### src/sv/lrc_pkg.sv
// Shared types and constants for the LRU resource cache.
// No dependencies; imported by lrc_ram and lru_resource_cache_top.
package lrc_pkg;

   // Field width of key, id and use-clock ports
   localparam int FIELD_W = 64;

   // Default geometry
   localparam int DEF_ENTRIES  = 8;
   localparam int DEF_KEY_BITS = 64;

   // Operation codes
   localparam logic FUNC_LOOKUP = 1'b0;
   localparam logic FUNC_INSERT = 1'b1;

   // Sequencer states
   typedef enum logic [1:0] {
      ST_IDLE,
      ST_SCAN,
      ST_FINISH,
      ST_RESP
   } state_type;

endpackage

### src/sv/lrc_ram.sv
// Generic single-write, single-read RAM with registered read data.
// Depends on lrc_pkg for the default field width and depth.
module lrc_ram
   import lrc_pkg::*;
#(
   parameter int WIDTH = FIELD_W,
   parameter int DEPTH = DEF_ENTRIES
) (
   input  logic                                   clock,
   input  logic                                   wr_en,
   input  logic [(DEPTH > 1 ? $clog2(DEPTH) : 1)-1:0] wr_addr,
   input  logic [WIDTH-1:0]                       wr_data,
   input  logic                                   rd_en,
   input  logic [(DEPTH > 1 ? $clog2(DEPTH) : 1)-1:0] rd_addr,
   output logic [WIDTH-1:0]                       rd_data
);

   logic [WIDTH-1:0] mem_ff [DEPTH];
   logic [WIDTH-1:0] rd_data_ff;

   // Write port, registered read port
   always_ff @(posedge clock) begin
      if (wr_en) begin
         mem_ff[wr_addr] <= wr_data;
      end
      if (rd_en) begin
         rd_data_ff <= mem_ff[rd_addr];
      end
   end

   assign rd_data = rd_data_ff;

endmodule

### src/sv/lru_resource_cache_top.sv
// Fully associative key-to-id cache with timestamp LRU replacement.
// A request is scanned one entry compared per cycle through the entry RAM read
// port, then written back in ST_FINISH and answered from ST_RESP. A new request
// is taken only in ST_IDLE, once the previous response has been accepted.
// Reset clears all valid bits and the use clock at once; no clearing pass.
// Depends on lrc_pkg and lrc_ram.
module lru_resource_cache_top
   import lrc_pkg::*;
#(
   parameter int ENTRIES  = DEF_ENTRIES,
   parameter int KEY_BITS = DEF_KEY_BITS
) (
   input  logic               clock,
   input  logic               reset,
   input  logic               req_valid,
   output logic               req_ready,
   input  logic               req_func,
   input  logic [FIELD_W-1:0] req_key,
   input  logic [FIELD_W-1:0] req_new_id,
   output logic               rsp_valid,
   input  logic               rsp_ready,
   output logic               rsp_hit,
   output logic [FIELD_W-1:0] rsp_found_id,
   output logic [FIELD_W-1:0] rsp_displaced_id
);

   localparam int IDX_W   = (ENTRIES > 1) ? $clog2(ENTRIES) : 1;
   localparam int CNT_W   = $clog2(ENTRIES + 1);
   localparam int ENTRY_W = KEY_BITS + 2 * FIELD_W;
   localparam logic [IDX_W-1:0] LAST_IDX = IDX_W'(ENTRIES - 1);

   // Sequencer
   state_type state_ff, state_in;

   // Request capture
   logic                func_ff;
   logic [KEY_BITS-1:0] key_ff;
   logic [FIELD_W-1:0]  new_id_ff;

   // Scan pipeline
   logic [CNT_W-1:0] issue_ff;
   logic             chk_vld_ff;
   logic [IDX_W-1:0] chk_idx_ff;

   // Scan results
   logic               match_found_ff;
   logic [IDX_W-1:0]   match_idx_ff;
   logic [FIELD_W-1:0] match_id_ff;
   logic               free_found_ff;
   logic [IDX_W-1:0]   free_idx_ff;
   logic [IDX_W-1:0]   lru_idx_ff;
   logic [FIELD_W-1:0] lru_stamp_ff;
   logic [FIELD_W-1:0] lru_id_ff;

   // Persistent state
   logic [ENTRIES-1:0] valid_ff;
   logic [FIELD_W-1:0] clock_ff;

   // Response registers
   logic               rsp_hit_ff;
   logic [FIELD_W-1:0] rsp_found_ff;
   logic [FIELD_W-1:0] rsp_evicted_ff;

   // RAM interface
   logic               rd_en;
   logic [IDX_W-1:0]   rd_addr;
   logic [ENTRY_W-1:0] rd_data;
   logic               wr_en;
   logic [IDX_W-1:0]   wr_addr;
   logic [ENTRY_W-1:0] wr_data;

   logic [KEY_BITS-1:0] rd_key;
   logic [FIELD_W-1:0]  rd_id;
   logic [FIELD_W-1:0]  rd_stamp;
   logic                key_eq;
   logic                stamp_lt;
   logic                last_chk;
   logic [FIELD_W-1:0]  clock_next;

   logic               req_acc;
   logic               rsp_acc;
   logic               do_write;
   logic [IDX_W-1:0]   slot;
   logic [FIELD_W-1:0] slot_evicted;
   logic [FIELD_W-1:0] wr_id;

   lrc_ram #(
      .WIDTH (ENTRY_W),
      .DEPTH (ENTRIES)
   ) u_entry_ram (
      .clock   (clock),
      .wr_en   (wr_en),
      .wr_addr (wr_addr),
      .wr_data (wr_data),
      .rd_en   (rd_en),
      .rd_addr (rd_addr),
      .rd_data (rd_data)
   );

   assign req_acc = req_valid && req_ready;
   assign rsp_acc = rsp_valid && rsp_ready;

   // Split the entry word and run the shared compare unit
   assign rd_key     = rd_data[ENTRY_W-1 -: KEY_BITS];
   assign rd_id      = rd_data[2*FIELD_W-1 -: FIELD_W];
   assign rd_stamp   = rd_data[FIELD_W-1:0];
   assign key_eq     = (rd_key == key_ff);
   assign stamp_lt   = (rd_stamp < lru_stamp_ff);
   assign last_chk   = chk_vld_ff && (chk_idx_ff == LAST_IDX);
   assign clock_next = clock_ff + FIELD_W'(1);

   // Next state
   always_comb begin
      state_in = state_ff;
      case (state_ff)
         ST_IDLE: begin
            if (req_acc) begin
               state_in = ST_SCAN;
            end
         end
         ST_SCAN: begin
            if (last_chk) begin
               state_in = ST_FINISH;
            end
         end
         ST_FINISH: state_in = ST_RESP;
         ST_RESP: begin
            if (rsp_acc) begin
               state_in = ST_IDLE;
            end
         end
         default: state_in = ST_IDLE;
      endcase
   end

   // State outputs
   always_comb begin
      req_ready = 1'b0;
      rsp_valid = 1'b0;
      rd_en     = 1'b0;
      case (state_ff)
         ST_IDLE:   req_ready = 1'b1;
         ST_SCAN:   rd_en     = (issue_ff < CNT_W'(ENTRIES));
         ST_FINISH: ;
         ST_RESP:   rsp_valid = 1'b1;
         default:   ;
      endcase
   end

   assign rd_addr = issue_ff[IDX_W-1:0];

   // Pick the target slot and what it displaces
   always_comb begin
      do_write     = 1'b0;
      slot         = lru_idx_ff;
      slot_evicted = lru_id_ff;
      wr_id        = new_id_ff;
      if (func_ff == FUNC_LOOKUP) begin
         do_write = match_found_ff;
         slot     = match_idx_ff;
         wr_id    = match_id_ff;
      end else begin
         do_write = (new_id_ff != '0);
         if (match_found_ff) begin
            slot         = match_idx_ff;
            slot_evicted = match_id_ff;
         end else if (free_found_ff) begin
            slot         = free_idx_ff;
            slot_evicted = '0;
         end
      end
   end

   assign wr_en   = (state_ff == ST_FINISH) && do_write;
   assign wr_addr = slot;
   assign wr_data = {key_ff, wr_id, clock_next};

   // Control registers
   always_ff @(posedge clock) begin
      if (reset) begin
         state_ff   <= ST_IDLE;
         valid_ff   <= '0;
         clock_ff   <= '0;
         chk_vld_ff <= 1'b0;
      end else begin
         state_ff <= state_in;
         if (state_ff == ST_SCAN) begin
            chk_vld_ff <= rd_en;
         end else begin
            chk_vld_ff <= 1'b0;
         end
         if (wr_en) begin
            valid_ff[slot] <= 1'b1;
            clock_ff       <= clock_next;
         end
      end
   end

   // Datapath registers
   always_ff @(posedge clock) begin
      // Capture the request and start the scan
      if (req_acc) begin
         func_ff        <= req_func;
         key_ff         <= req_key[KEY_BITS-1:0];
         new_id_ff      <= req_new_id;
         issue_ff       <= '0;
         match_found_ff <= 1'b0;
         free_found_ff  <= 1'b0;
      end

      // Advance the read address
      if (rd_en) begin
         issue_ff   <= issue_ff + CNT_W'(1);
         chk_idx_ff <= issue_ff[IDX_W-1:0];
      end

      // Fold one entry into the scan results
      if ((state_ff == ST_SCAN) && chk_vld_ff) begin
         if (valid_ff[chk_idx_ff] && key_eq && !match_found_ff) begin
            match_found_ff <= 1'b1;
            match_idx_ff   <= chk_idx_ff;
            match_id_ff    <= rd_id;
         end
         if (!valid_ff[chk_idx_ff] && !free_found_ff) begin
            free_found_ff <= 1'b1;
            free_idx_ff   <= chk_idx_ff;
         end
         if ((chk_idx_ff == '0) || stamp_lt) begin
            lru_idx_ff   <= chk_idx_ff;
            lru_stamp_ff <= rd_stamp;
            lru_id_ff    <= rd_id;
         end
      end

      // Load the response
      if (state_ff == ST_FINISH) begin
         if (func_ff == FUNC_LOOKUP) begin
            rsp_hit_ff     <= match_found_ff;
            rsp_found_ff   <= match_found_ff ? match_id_ff : '0;
            rsp_evicted_ff <= '0;
         end else begin
            rsp_hit_ff     <= 1'b0;
            rsp_found_ff   <= '0;
            rsp_evicted_ff <= do_write ? slot_evicted : '0;
         end
      end
   end

   assign rsp_hit          = rsp_hit_ff;
   assign rsp_found_id     = rsp_found_ff;
   assign rsp_displaced_id = rsp_evicted_ff;

endmodule
### config.mk
export PLATFORM = sky130hd
export DESIGN_NAME = lru_resource_cache_top
export DESIGN_NICKNAME = d
export VERILOG_FILES = /design/src/sv/lrc_pkg.sv /design/src/sv/lrc_ram.sv /design/src/sv/lru_resource_cache_top.sv
export SDC_FILE = /design/constraint.sdc
export NUM_CORES = 2
export LEC_CHECK = 0
export BUFFER_PORTS_ARGS = -buffer_cell sky130_fd_sc_hd__buf_2
export CORE_MARGIN = 5
export CORE_UTILIZATION = 43
export DETAILED_ROUTE_END_ITERATION = 10
export SLEW_MARGIN = 25
export SYNTH_ARGS = -nofsm -noshare
export SYNTH_HDL_FRONTEND = slang
export SYNTH_HIERARCHICAL = 1
export SYNTH_SLANG_ARGS = --single-unit
### constraint.sdc
create_clock -name clock -period 29.4 [get_ports clock]
set_input_delay 0 -clock clock [delete_from_list [all_inputs] [get_ports clock]]
set_output_delay 0 -clock clock [all_outputs]
set_load 0.005 [all_outputs]
==> impl_metrics.json <==
{
  "status": "finished clean",
  "yosysTopAreaCellShare_pct": 75.4,
  "io_buffers": 263,
  "finClkSkew_ns": 0.0595,
  "syn_inst": 4092,
  "yosysMostFrequentCell": "edfxtp_1",
  "cp.arrival_ns": 7.15,
  "synth_edf_count": 2194,
  "maxCapViolCount": 0,
  "post_drt_wl_per_cell_um": 25.3,
  "ys_seq_area_share_pct": 77.2,
  "die_y_um": 461,
  "r2r_cells": 11,
  "place.gp.congestion": 0.761,
  "clk_latency_ns": 0.86,
  "grt_pass1_wl_um": 282000,
  "drt_first_pass_iters": 5,
  "cp_slowest_stage_delay_ns": 0.84,
  "setup_slack_ns": 22.71,
  "ios": 264,
  "die_area_um2": 212000,
  "leakage_uw": 0.0339,
  "cts_root_buffer": "clkbuf_16",
  "cts.path.max_buffers": 3,
  "synthDistinctLibCells": 59,
  "syn_to_final_growth_pct": 16.3,
  "cp_data_required_time_ns": 29.86,
  "core_um2": 202000,
  "cts_made_buffers": 217,
  "p_per_area_nw_per_um2": 84.0,
  "antenna_found_initial": 9,
  "setup_viol": 0,
  "synth_top_area_cell": "edfxtp_1",
  "worstHoldPathCells": 3,
  "tightestPinTransition_ns": 1.11,
  "worst_setup_path_start_kind": "register",
  "finalSetupTns_ns": 0,
  "worstSetupPathDepth": 11,
  "htreeDepth": 4,
  "ant_nets": 0,
  "rsz0062_at_grt": "false",
  "grt-ovfl-total": 0,
  "path_max_fanout": 53,
  "fin_nets": 4936,
  "yosys_warnings": 6,
  "dpl-instance-area_um2": 91800,
  "maxSlewHeadroom_pct": 25.7,
  "critPathCaptureType": "register",
  "finish.utilization_pct": 50.3,
  "path_buf_inv": 7,
  "slowest_stage": "nor2_4",
  "crit_top_cell": "buf_4",
  "chipWidth_um": 461,
  "vias_per_cell": 5.43,
  "synth_area_per_cell_um2": 21.3,
  "netlist_area_um2": 87300,
  "period_needed_ns": 6.69,
  "critical_path_class": "register to register",
  "synth_common_cells": "edfxtp_1 (2,194), mux2_2 (257), mux4_1 (243)",
  "post_cts_buffers": 0,
  "clock_sinks": 2271,
  "synth_nets": 4294,
  "drv_slew": 0,
  "place_hpwl_um": 108000,
  "synth-main-ff-cell": "edfxtp_1",
  "max-vdd-ir-drop_mv": 0.100,
  "dpl_worst_slack_ns": 22.54,
  "routed_wl_um": 192000,
  "grt_max_degree": 144,
  "grt_usage_pct": 17.9,
  "async_flop_share_pct": 0,
  "rows": 165,
  "max_freq_mhz": 150,
  "drcViolationCount": 0,
  "drt-initial-drc-count": 3688,
  "drive_above_1_share_pct": 21.9,
  "cp_top_family": "buffers and inverters",
  "hold_path.class": "primary input to register",
  "ys_seq_elements": 2271,
  "crit_chain": "buf_4 -> buf_4 -> o21a_1 -> a21bo_2 -> clkinv_1 -> buf_4 -> nand2b_1 -> nor2_4 -> buf_4 -> buf_4 -> buf_4",
  "final-hold-violation-count": 0,
  "period_share_pct": 22.7,
  "fin_area_um2": 102000,
  "cts_tree": "done",
  "start_util_pct": 43.2,
  "clkTransAtPathRegs_ns": 0.06,
  "num_vias": 41200,
  "synth_area_leaders": "edfxtp_1 (75%), mux4_1 (7.3%), mux4_2 (3.7%)",
  "first_global_vias": 41800
}
cell type report:
type	count	area, um2
fill	16000	101000
sequential	2271	67400
multi-input combinational	1570	18800
clock buffer	269	5750
timing repair buffer	590	4580
tap	2672	3340
clock inverter	141	1370
inverter	84	328
antenna	2	5.00
logic make-up after synthesis:
kind of cell | synth area share (%)
AOI/OAI and AO/OA | 1.24
xor gates and xnor gates | 1.71
adders and majority gates | 0.988
buffers and inverters | 1.46
DFF | 77.2
muxes | 14.4
and+or+nand+nor | 3.03
worst paths after layout:
| kind | startpoint | to | slack [ns] |
|---|---|---|---|
| setup / recovery | func_ff | u_entry_ram/mem_ff[1][138] | 22.71 |
| hold / removal | req_key[33] | key_ff[33] | 0.39 |
| setup reg to reg | func_ff | u_entry_ram/mem_ff[1][138] | 22.71 |
| hold reg to reg | u_entry_ram/rd_data[114] | match_id_ff[50] | 0.44 |
per-stage QoR:
stage               hold slack (ns)  std cells  total power, uW
finish                        0.394       7599             8540
CTS                           0.310       7597             8640
global route                  0.340       7598             8890
global placement              0.176       6921             5820
detailed placement            0.178       6924             5840
floorplan                    0.0989       4092             5380
routing by layer:
metal | share of wire [%] | vias to the layer above | global-route usage (%)
li1 | - | 18100 | -
met1 | 45 | 21700 | 26.1
met2 | 47 | 1244 | 28.5
met3 | 6.0 | 219 | 3.19
met4 | 1.9 | 6 | 4.16
met5 | 0.016 | - | 0
state kept, by name (all words and copies together) (netlist names), 4 cells and up:
| signal | flops |
|---|---|
| clock_ff | 64 |
| new_id_ff | 64 |
| key_ff | 64 |
| valid_ff | 8 |
| rsp_found_id | 64 |
| u_entry_ram/rd_data | 192 |
| issue_ff | 4 |
| u_entry_ram/mem_ff | 1536 |
| match_id_ff | 64 |
| lru_id_ff | 64 |
| rsp_displaced_id | 64 |
| lru_stamp_ff | 64 |
placed cells by master (no fill, tap or decap), types with 9 or more instances in the layout:
| master | instances |
|---|---|
| mux4_1 | 243 |
| buf_2 | 263 |
| nand2_1 | 71 |
| dfxtp_1 | 76 |
| mux2_2 | 257 |
| xor2_1 | 98 |
| and2_1 | 70 |
| nor3_1 | 19 |
| mux4_2 | 143 |
| buf_4 | 54 |
| bufinv_16 | 19 |
| nor2_1 | 173 |
| o21ai_0 | 17 |
| clkbuf_1 | 42 |
| edfxtp_1 | 2194 |
| clkinv_2 | 43 |
| xnor2_1 | 69 |
| ha_1 | 68 |
| or3_1 | 9 |
| and3_1 | 16 |
| clkinv_1 | 54 |
| clkbuf_16 | 219 |
| nor4_1 | 33 |
| nand3_1 | 44 |
| a21oi_1 | 39 |
| a22oi_1 | 64 |
| inv_1 | 81 |
| dlygate4sd3_1 | 263 |
| nand4_1 | 37 |
tightest hold or removal path: stages:
cell and delay [ns]:
dlygate4sd3_1 0.52, buf_2 0.09, dlygate4sd3_1 0.53
repair_timing:
item                                    4_1_cts  5_1_grt
endpoints found under the setup margin        0        0
resized for setup                             0        0
hold buffers                                263        0
endpoints found under the hold margin       210        0
power by group:
group / internal [uW] / total [uW] / switching [uW]
registers: 4000 / 4140 / 143
clock network: 1560 / 2760 / 1200
logic: 757 / 1630 / 876
Note: power is estimated with default switching activity, not from simulation.
